--- src/rtl/core/ccfd_pkg.sv ---
// Shared constants and types for the cassette cycle frame decoder.
package ccfd_pkg;

    localparam int unsigned BLOCK_BYTES_MAX = 131072;
    localparam int unsigned BLOCK_BYTES_W   = $clog2(BLOCK_BYTES_MAX + 1);

    localparam int unsigned LEN_W      = 16;
    localparam int unsigned CLASS_W    = 2;
    localparam int unsigned KIND_W     = 3;
    localparam int unsigned VALUE_W    = 32;
    localparam int unsigned TONE_W     = 32;
    localparam int unsigned DELAY_W    = 32;
    localparam int unsigned PIDX_W     = 5;
    localparam int unsigned BIT_IDX_W  = 4;
    localparam int unsigned BYTE_BITS  = 8;

    localparam logic [LEN_W-1:0] MAX_CYCLE_RESET = 16'd2000;

    // Dummy byte: three short, two long, then short-short-long four times.
    localparam int unsigned PATTERN_LEN = 17;
    localparam logic [PATTERN_LEN-1:0] DUMMY_PATTERN = 17'b1_0010_0100_1001_1000;
    localparam logic [PIDX_W-1:0] PATTERN_RESUME = 5'd3;

    localparam logic [TONE_W-1:0] HSTART_TONE_MIN = 32'd1;
    localparam logic [TONE_W-1:0] HEADER_TONE_MIN = 32'd7;
    localparam logic [TONE_W-1:0] DUMMY_TONE_MIN  = 32'd8;

    typedef enum logic [CLASS_W-1:0] {
        CLS_SHORT   = 2'd0,
        CLS_LONG    = 2'd1,
        CLS_INVALID = 2'd2,
        CLS_OTHER   = 2'd3
    } cycle_class_t;

    typedef enum logic [KIND_W-1:0] {
        EV_PAUSE  = 3'd0,
        EV_HEADER = 3'd1,
        EV_DUMMY  = 3'd2,
        EV_BYTE   = 3'd3,
        EV_END    = 3'd4
    } event_kind_t;

    function automatic logic pattern_bit(input logic [PIDX_W-1:0] idx);
        logic r;
        r = 1'b0;
        for (int i = 0; i < PATTERN_LEN; i++) begin
            if (idx == PIDX_W'(i)) begin
                r = DUMMY_PATTERN[i];
            end
        end
        return r;
    endfunction

endpackage

--- src/rtl/core/cassette_cycle_frame_decoder.sv ---
// Cassette tape cycle classifier back end: frames cycles into tone, byte and block events.
//
//  channel | direction | handshake              | payload
//  s_      | in        | s_tvalid / s_tready    | tdata: cycle_length, tuser: cycle_class
//  m_      | out       | m_tvalid / m_tready    | tdata: event_value, tuser: event_kind
//  cfg_    | in        | cfg_valid / cfg_ready  | cfg_data: max_cycle_length
//
// One beat per clock while the result register is not stalled: a beat waits in the input
// register; the state registers and the result register update at the edge that takes it.
// Reset (aresetn low, synchronous) clears the machine; no clearing pass.
// A stalled result register holds the input register, which then holds s_tready low.
module cassette_cycle_frame_decoder (
    input  logic        aclk,
    input  logic        aresetn,
    input  logic        s_tvalid,
    output logic        s_tready,
    input  logic [15:0] s_tdata,   // [15:0] cycle_length
    input  logic [1:0]  s_tuser,   // [1:0] cycle_class
    output logic        m_tvalid,
    input  logic        m_tready,
    output logic [31:0] m_tdata,   // [31:0] event_value
    output logic [2:0]  m_tuser,   // [2:0] event_kind
    input  logic        cfg_valid,
    output logic        cfg_ready,
    input  logic [15:0] cfg_data
);

    typedef enum logic [2:0] {
        PH_NOSIG   = 3'd0,
        PH_HSTART  = 3'd1,
        PH_DUMMY   = 3'd2,
        PH_HEADER  = 3'd3,
        PH_TRAILER = 3'd4,
        PH_DATA    = 3'd5,
        PH_START   = 3'd6,
        PH_STOP    = 3'd7
    } phase_t;

    localparam logic [ccfd_pkg::TONE_W-1:0] TONE_SAT = '1;
    localparam logic [ccfd_pkg::BLOCK_BYTES_W-1:0] BB_MAX =
        ccfd_pkg::BLOCK_BYTES_W'(ccfd_pkg::BLOCK_BYTES_MAX);

    logic [ccfd_pkg::LEN_W-1:0]   max_len_reg;
    logic                         in_valid_reg;
    logic [ccfd_pkg::LEN_W-1:0]   in_len_reg;
    logic [ccfd_pkg::CLASS_W-1:0] in_cls_reg;

    phase_t                          phase_reg, phase_next;
    logic [ccfd_pkg::TONE_W-1:0]     tone_reg, tone_next;
    logic                            tone_neg_reg, tone_neg_next;
    logic [ccfd_pkg::PIDX_W-1:0]     pidx_reg, pidx_next;
    logic [ccfd_pkg::DELAY_W-1:0]    delay_reg, delay_next;
    logic [ccfd_pkg::BIT_IDX_W-1:0]  bit_idx_reg, bit_idx_next;
    logic                            half_reg, half_next;
    logic [ccfd_pkg::BYTE_BITS-1:0]  shift_reg, shift_next;
    logic [ccfd_pkg::BLOCK_BYTES_W-1:0] bb_reg, bb_next;

    logic                          out_valid_reg;
    logic [ccfd_pkg::KIND_W-1:0]   out_kind_reg;
    logic [ccfd_pkg::VALUE_W-1:0]  out_value_reg;

    logic                          fire;
    logic                          emit;
    ccfd_pkg::event_kind_t         ev_kind;
    logic [ccfd_pkg::VALUE_W-1:0]  ev_value;

    logic                          is_short, is_long;
    logic [ccfd_pkg::TONE_W-1:0]   tone_inc;
    logic [ccfd_pkg::DELAY_W:0]    delay_sum;
    logic [ccfd_pkg::DELAY_W-1:0]  delay_sat;
    logic [ccfd_pkg::VALUE_W-1:0]  tone_out;
    logic                          match;
    logic                          half_flip;
    logic [ccfd_pkg::BYTE_BITS-1:0] bit_mask;

    assign fire      = in_valid_reg && (!out_valid_reg || m_tready);
    assign s_tready  = !in_valid_reg || fire;
    assign cfg_ready = 1'b1;
    assign m_tvalid  = out_valid_reg;
    assign m_tdata   = out_value_reg;
    assign m_tuser   = out_kind_reg;

    assign is_short = (in_cls_reg == ccfd_pkg::CLS_SHORT);
    assign is_long  = (in_cls_reg == ccfd_pkg::CLS_LONG);

    // A negative count only exists right after reset; the next increment lands on zero.
    assign tone_inc  = tone_neg_reg ? '0 : ((tone_reg == TONE_SAT) ? tone_reg : tone_reg + 1'b1);
    assign tone_out  = tone_neg_reg ? '1 : tone_reg;
    assign delay_sum = {1'b0, delay_reg} + (ccfd_pkg::DELAY_W + 1)'(in_len_reg);
    assign delay_sat = delay_sum[ccfd_pkg::DELAY_W] ? '1 : delay_sum[ccfd_pkg::DELAY_W-1:0];
    assign match     = (pidx_reg < ccfd_pkg::PIDX_W'(ccfd_pkg::PATTERN_LEN)) &&
                       ((is_short && !ccfd_pkg::pattern_bit(pidx_reg)) ||
                        (is_long && ccfd_pkg::pattern_bit(pidx_reg)));
    assign half_flip = ~half_reg;
    assign bit_mask  = ccfd_pkg::BYTE_BITS'(1) << bit_idx_reg[2:0];

    always_comb begin
        phase_next    = phase_reg;
        tone_next     = tone_reg;
        tone_neg_next = tone_neg_reg;
        pidx_next     = pidx_reg;
        delay_next    = delay_reg;
        bit_idx_next  = bit_idx_reg;
        half_next     = half_reg;
        shift_next    = shift_reg;
        bb_next       = bb_reg;
        emit          = 1'b0;
        ev_kind       = ccfd_pkg::EV_PAUSE;
        ev_value      = '0;

        case (phase_reg)
            PH_NOSIG: begin
                delay_next = delay_sat;
                if (is_short) begin
                    tone_next     = tone_inc;
                    tone_neg_next = 1'b0;
                    if (tone_inc > ccfd_pkg::HSTART_TONE_MIN) begin
                        phase_next = PH_HSTART;
                        pidx_next  = ccfd_pkg::PATTERN_RESUME;
                    end
                end else begin
                    tone_next     = '0;
                    tone_neg_next = 1'b0;
                    pidx_next     = '0;
                end
            end
            PH_HSTART: begin
                if (match || is_short) begin
                    if (match) begin
                        pidx_next = pidx_reg + 1'b1;
                        if (!is_short) begin
                            tone_next     = '0;
                            tone_neg_next = 1'b0;
                        end
                    end else begin
                        tone_next     = tone_inc;
                        tone_neg_next = 1'b0;
                        pidx_next     = '0;
                    end
                    if (pidx_next >= ccfd_pkg::PIDX_W'(ccfd_pkg::PATTERN_LEN)) begin
                        phase_next = PH_DUMMY;
                        emit       = 1'b1;
                        ev_kind    = ccfd_pkg::EV_PAUSE;
                        ev_value   = delay_reg;
                        delay_next = '0;
                    end else if (!tone_neg_next && tone_next > ccfd_pkg::HEADER_TONE_MIN) begin
                        phase_next = PH_HEADER;
                        emit       = 1'b1;
                        ev_kind    = ccfd_pkg::EV_PAUSE;
                        ev_value   = delay_reg;
                        delay_next = '0;
                    end
                end else begin
                    phase_next = PH_NOSIG;
                end
            end
            PH_DUMMY, PH_HEADER: begin
                if (is_short) begin
                    tone_next     = tone_inc;
                    tone_neg_next = 1'b0;
                end else if (phase_reg == PH_DUMMY && is_long &&
                             (tone_neg_reg || tone_reg < ccfd_pkg::DUMMY_TONE_MIN)) begin
                    tone_next     = '0;
                    tone_neg_next = 1'b0;
                end else begin
                    emit          = 1'b1;
                    ev_kind       = (phase_reg == PH_DUMMY) ? ccfd_pkg::EV_DUMMY
                                                            : ccfd_pkg::EV_HEADER;
                    ev_value      = tone_out;
                    phase_next    = is_long ? PH_DATA : PH_NOSIG;
                    tone_next     = '0;
                    tone_neg_next = 1'b0;
                    bit_idx_next  = '0;
                    half_next     = 1'b0;
                end
            end
            PH_DATA: begin
                if (is_short) begin
                    half_next = half_flip;
                    if (!half_flip) begin
                        shift_next   = shift_reg | bit_mask;
                        bit_idx_next = bit_idx_reg + 1'b1;
                    end
                end else begin
                    half_next    = 1'b0;
                    bit_idx_next = bit_idx_reg + 1'b1;
                end
                if (bit_idx_next >= ccfd_pkg::BIT_IDX_W'(ccfd_pkg::BYTE_BITS)) begin
                    emit         = 1'b1;
                    ev_kind      = ccfd_pkg::EV_BYTE;
                    ev_value     = ccfd_pkg::VALUE_W'(shift_next);
                    bb_next      = (bb_reg < BB_MAX) ? bb_reg + 1'b1 : bb_reg;
                    shift_next   = '0;
                    bit_idx_next = '0;
                    phase_next   = PH_STOP;
                end
            end
            PH_START: begin
                if (is_short) begin
                    if (bb_reg != '0) begin
                        emit          = 1'b1;
                        ev_kind       = ccfd_pkg::EV_END;
                        ev_value      = ccfd_pkg::VALUE_W'(bb_reg);
                        tone_next     = '0;
                        tone_neg_next = 1'b0;
                        phase_next    = PH_TRAILER;
                        bb_next       = '0;
                    end else begin
                        phase_next = PH_NOSIG;
                    end
                end else begin
                    phase_next = PH_DATA;
                end
            end
            PH_TRAILER: begin
                if ((!is_short && !is_long) || in_len_reg > max_len_reg) begin
                    phase_next    = PH_NOSIG;
                    emit          = 1'b1;
                    ev_kind       = ccfd_pkg::EV_HEADER;
                    ev_value      = tone_out;
                    tone_next     = '0;
                    tone_neg_next = 1'b0;
                    delay_next    = '0;
                end else if (is_short) begin
                    tone_next     = tone_inc;
                    tone_neg_next = 1'b0;
                end else begin
                    emit          = 1'b1;
                    ev_kind       = ccfd_pkg::EV_HEADER;
                    ev_value      = tone_out;
                    tone_next     = '0;
                    tone_neg_next = 1'b0;
                    phase_next    = PH_DATA;
                end
            end
            PH_STOP: begin
                if (is_short) begin
                    half_next = half_flip;
                    if (!half_flip) begin
                        phase_next = PH_START;
                    end
                end else begin
                    phase_next = PH_NOSIG;
                end
            end
            default: begin
                phase_next = PH_NOSIG;
            end
        endcase
    end

    always_ff @(posedge aclk) begin
        if (!aresetn) begin
            max_len_reg   <= ccfd_pkg::MAX_CYCLE_RESET;
            in_valid_reg  <= 1'b0;
            out_valid_reg <= 1'b0;
            phase_reg     <= PH_NOSIG;
            tone_reg      <= '1;
            tone_neg_reg  <= 1'b1;
            pidx_reg      <= '0;
            delay_reg     <= '0;
            bit_idx_reg   <= '0;
            half_reg      <= 1'b0;
            shift_reg     <= '0;
            bb_reg        <= '0;
        end else begin
            if (cfg_valid && cfg_ready) begin
                max_len_reg <= cfg_data;
            end
            if (s_tready) begin
                in_valid_reg <= s_tvalid;
            end
            if (fire) begin
                phase_reg     <= phase_next;
                tone_reg      <= tone_next;
                tone_neg_reg  <= tone_neg_next;
                pidx_reg      <= pidx_next;
                delay_reg     <= delay_next;
                bit_idx_reg   <= bit_idx_next;
                half_reg      <= half_next;
                shift_reg     <= shift_next;
                bb_reg        <= bb_next;
                out_valid_reg <= emit;
            end else if (m_tready) begin
                out_valid_reg <= 1'b0;
            end
        end
    end

    // Payload registers: load on accepted beats only.
    always_ff @(posedge aclk) begin
        if (s_tready && s_tvalid) begin
            in_len_reg <= s_tdata;
            in_cls_reg <= s_tuser;
        end
        if (fire && emit) begin
            out_kind_reg  <= ev_kind;
            out_value_reg <= ev_value;
        end
    end

    a_bb_limit: assert property (@(posedge aclk) disable iff (!aresetn)
        bb_reg <= BB_MAX)
        else $error("block byte count above limit");

    a_bit_idx_range: assert property (@(posedge aclk) disable iff (!aresetn)
        bit_idx_reg < ccfd_pkg::BIT_IDX_W'(ccfd_pkg::BYTE_BITS))
        else $error("bit index left unreset after a full byte");

    a_pidx_range: assert property (@(posedge aclk) disable iff (!aresetn)
        pidx_reg <= ccfd_pkg::PIDX_W'(ccfd_pkg::PATTERN_LEN))
        else $error("pattern index past pattern end");

    a_tone_neg_nosig: assert property (@(posedge aclk) disable iff (!aresetn)
        tone_neg_reg |-> (phase_reg == PH_NOSIG))
        else $error("negative tone count outside no-signal phase");

    a_stall_blocks_input: assert property (@(posedge aclk) disable iff (!aresetn)
        (in_valid_reg && out_valid_reg && !m_tready) |-> (!s_tready && !fire))
        else $error("input taken while result stalled");

endmodule
--- config.mk ---
export PLATFORM = sky130hd
export DESIGN_NAME = cassette_cycle_frame_decoder
export DESIGN_NICKNAME = d
export VERILOG_FILES = /design/src/rtl/core/ccfd_pkg.sv /design/src/rtl/core/cassette_cycle_frame_decoder.sv
export SDC_FILE = /design/constraint.sdc
export NUM_CORES = 1
export LEC_CHECK = 0
export ABC_AREA = 1
export BUFFER_PORTS_ARGS = -buffer_cell sky130_fd_sc_hd__buf_2
export CELL_PAD_IN_SITES_DETAIL_PLACEMENT = 1
export CELL_PAD_IN_SITES_GLOBAL_PLACEMENT = 2
export CORE_MARGIN = 2
export CORE_UTILIZATION = 35
export DETAILED_ROUTE_END_ITERATION = 7
export GPL_TIMING_DRIVEN = 1
export HOLD_SLACK_MARGIN = 0.03
export PLACE_DENSITY = 0.88
export SKIP_LAST_GASP = 1
export SYNTH_ARGS = -nofsm -noshare
export SYNTH_HDL_FRONTEND = slang
export SYNTH_SLANG_ARGS = --single-unit
--- constraint.sdc ---
create_clock -name aclk -period 4.6 [get_ports aclk]
set_input_delay 0.46 -clock aclk [delete_from_list [all_inputs] [get_ports aclk]]
set_output_delay 0.46 -clock aclk [all_outputs]
set_load 0.05 [all_outputs]
==> out/qor.yml <==
cp.arrival_ns: 4.48
antenna_found_initial: 0
synthCells: 1713
fmax_mhz: 242
maxCapViolations: 0
gp_congestion: 0.959
dieWidth_um: 187
grt_pass1_wl_um: 68700
holdBufCountCts: 0
fin_nets: 1843
reg2reg_depth: 19
crit_path_end_kind: "register"
final_common_cell: "nand2_1"
drive_gt1_frac: 0.0977
setup_viol: 0
post_cts.repair.setup_buffers: 0
ant_nets: 0
clockRootBuffer: "clkbuf_16"
grtUsageTotal: 0.251
peakVddDrop_mv: 0.260
vias_per_cell: 5.46
syn_area_um2: 11700
worstSetupStartpointType: "register"
r2r-end: "delay_reg[3]"
yosysWarningCount: 0
slew_headroom: 0.233
yosys.area.top_type: "dfxtp_1"
grt_pass1_vias: 12277
status: "completed"
drtIter0Drc: 936
ys_top_cells_by_area: "dfxtp_1, edfxtp_1, nand2_1"
dieArea_um2: 34900
ys_seq_area_frac: 0.344
startpoint: "tone_reg[7]"
path_clk_slew_ns: 0.07
synth.ff_latch_count: 175
h-tree-depth: 4
post_cts_resized: 0
pre_cts_ws_ns: 0.610
ios: 77
holdPathStages: 1
dpl_cell_area_um2: 12400
post-dp-hpwl_um: 33500
r2r_start: "tone_reg[7]"
avgSynthCellArea_um2: 6.84
cts_buffer_depth: 2
power.density_nw_per_um2: 331
path_max_fanout: 41
initial_utilization: 0.357
syn_to_final_growth_pct: 11.0
fin_util: 0.396
yosysTopAreaCellShare: 0.209
drc: 0
cts_sinks: 175
hold_viol: 0
hold_path_class: "input port to register"
port_buffers: 75
grt_overflow_total: 0
whs_ns: 0.180
synth_fp_nets: 1799
fp.coreArea_um2: 32800
layout_common_cells: "nand2_1, nor2_1, inv_1"
final_design_area_no_fill_um2: 13000
clk-insertion-delay-late_ns: 0.45
diodes: 0
clock_skew_ns: 0.0139
post-route-period-util: 0.897
fin_tns_setup_ns: 0
crit_type: "register to register"
die_h_um: 187
cts_tree: "done"
grt_start_max_net_pins: 59
cts_inserted_buffers: 17
final_max_slew_viol_count: 0
ys_types: 56
wl_um: 43600
worst_slack_ns: 0.476
wire_per_inst_um: 19.7
period_minus_slack_ns: 4.12
rsz0062_at_grt: "false"
rows: 66
leakagePower_nw: 5.66
r2r_slack_ns: 0.48
worstSetupEndpoint: "delay_reg[3]"
tightest_slew_ns: 1.15
required_ns: 4.96
drt-pass1-iter-count: 7
num_vias: 12072
==> stage by stage <==
stage,power (mW),cells
6_report,4.30,2212
5_1_grt,4.51,2212
4_1_cts,4.30,2212
3_5_place_dp,2.86,2180
3_3_place_gp,2.84,2180
2_1_floorplan,2.52,1713
==> critical path, stage by stage (launching register included) <==
cell	delay, ns
dfxtp_1	0.60
nand2_1	0.14
nor2_1	0.39
nand2_1	0.22
nor2_1	0.18
nand2_1	0.07
nand2_1	0.07
nand3_1	0.07
nand2_1	0.17
o21ai_0	0.30
nor3_2	0.26
nand2_1	0.13
nor2_1	0.14
nand2_2	0.09
nand2_4	0.10
nand3_4	0.23
nand2_4	0.50
inv_2	0.16
nor2_1	0.13
nor2_1	0.05
==> synthesized netlist by cell type (all sizes together) <==
library cell and instances:
a211oi 6, a21boi 2, a21o 1, a21oi 140
a221oi 12, a22oi 1, a31o 2, a31oi 3
buf 34, clkbuf 41, clkinv 2, conb 1
dfxtp 122, edfxtp 53, fa 1, ha 46
inv 194, nand2 408, nand3 116, nand3b 4
nand4 40, nor2 205, nor3 35, nor3b 1
nor4 8, o2111ai 8, o211ai 16, o21a 4
o21ai 144, o21bai 11, o221ai 11, o22ai 1
o311ai 1, o31ai 6, o41ai 2, or2 2
xnor2 9, xor2 20
==> layer usage <==
layer / global-route usage / share of wire / wire (um)
met5: 0 / 0 / 0
met4: 0.0791 / 0.026 / 1140
met3: 0.0523 / 0.052 / 2280
met2: 0.422 / 0.47 / 20300
met1: 0.322 / 0.46 / 19900
==> power by group <==
part / leakage, nW / internal (mW) / switching (mW)
registers: 1.50 / 1.69 / 0.108
clock network: 0.266 / 0.803 / 0.643
logic: 3.89 / 0.320 / 0.736
total: 5.66 / 2.81 / 1.49
==> kinds of logic after synthesis <==
family | count (synthesis) | synth area share
AOI/OAI and AO/OA | 371 | 0.183
xor gates and xnor gates | 29 | 0.0217
adders and majority gates | 47 | 0.0509
buffers and inverters | 271 | 0.0964
DFF | 175 | 0.344
other | 1 | 0.000320
and+or+nand+nor | 819 | 0.304
==> cell type report <==
cell class              count  area (um2)
multi-input cells        1267        6550
fillers                  4268       19800
well taps                 442         553
clock inverters             9         111
clock buffers              23         448
repair buffers            100         563
flip-flops and latches    175        4030
inverters                 196         736
==> worst min path at each step <==
stage                   startpoint             end  slack [ns]
floorplan           max_len_reg[1]  max_len_reg[1]        0.44
global placement    bit_idx_reg[3]  bit_idx_reg[3]        0.45
detailed placement  bit_idx_reg[3]  bit_idx_reg[3]        0.46
CTS                    s_tdata[10]  in_len_reg[10]        0.16
global route            s_tdata[8]   in_len_reg[8]        0.16
finish                 s_tdata[10]  in_len_reg[10]        0.18
Note: power is estimated with default switching activity, not from simulation.
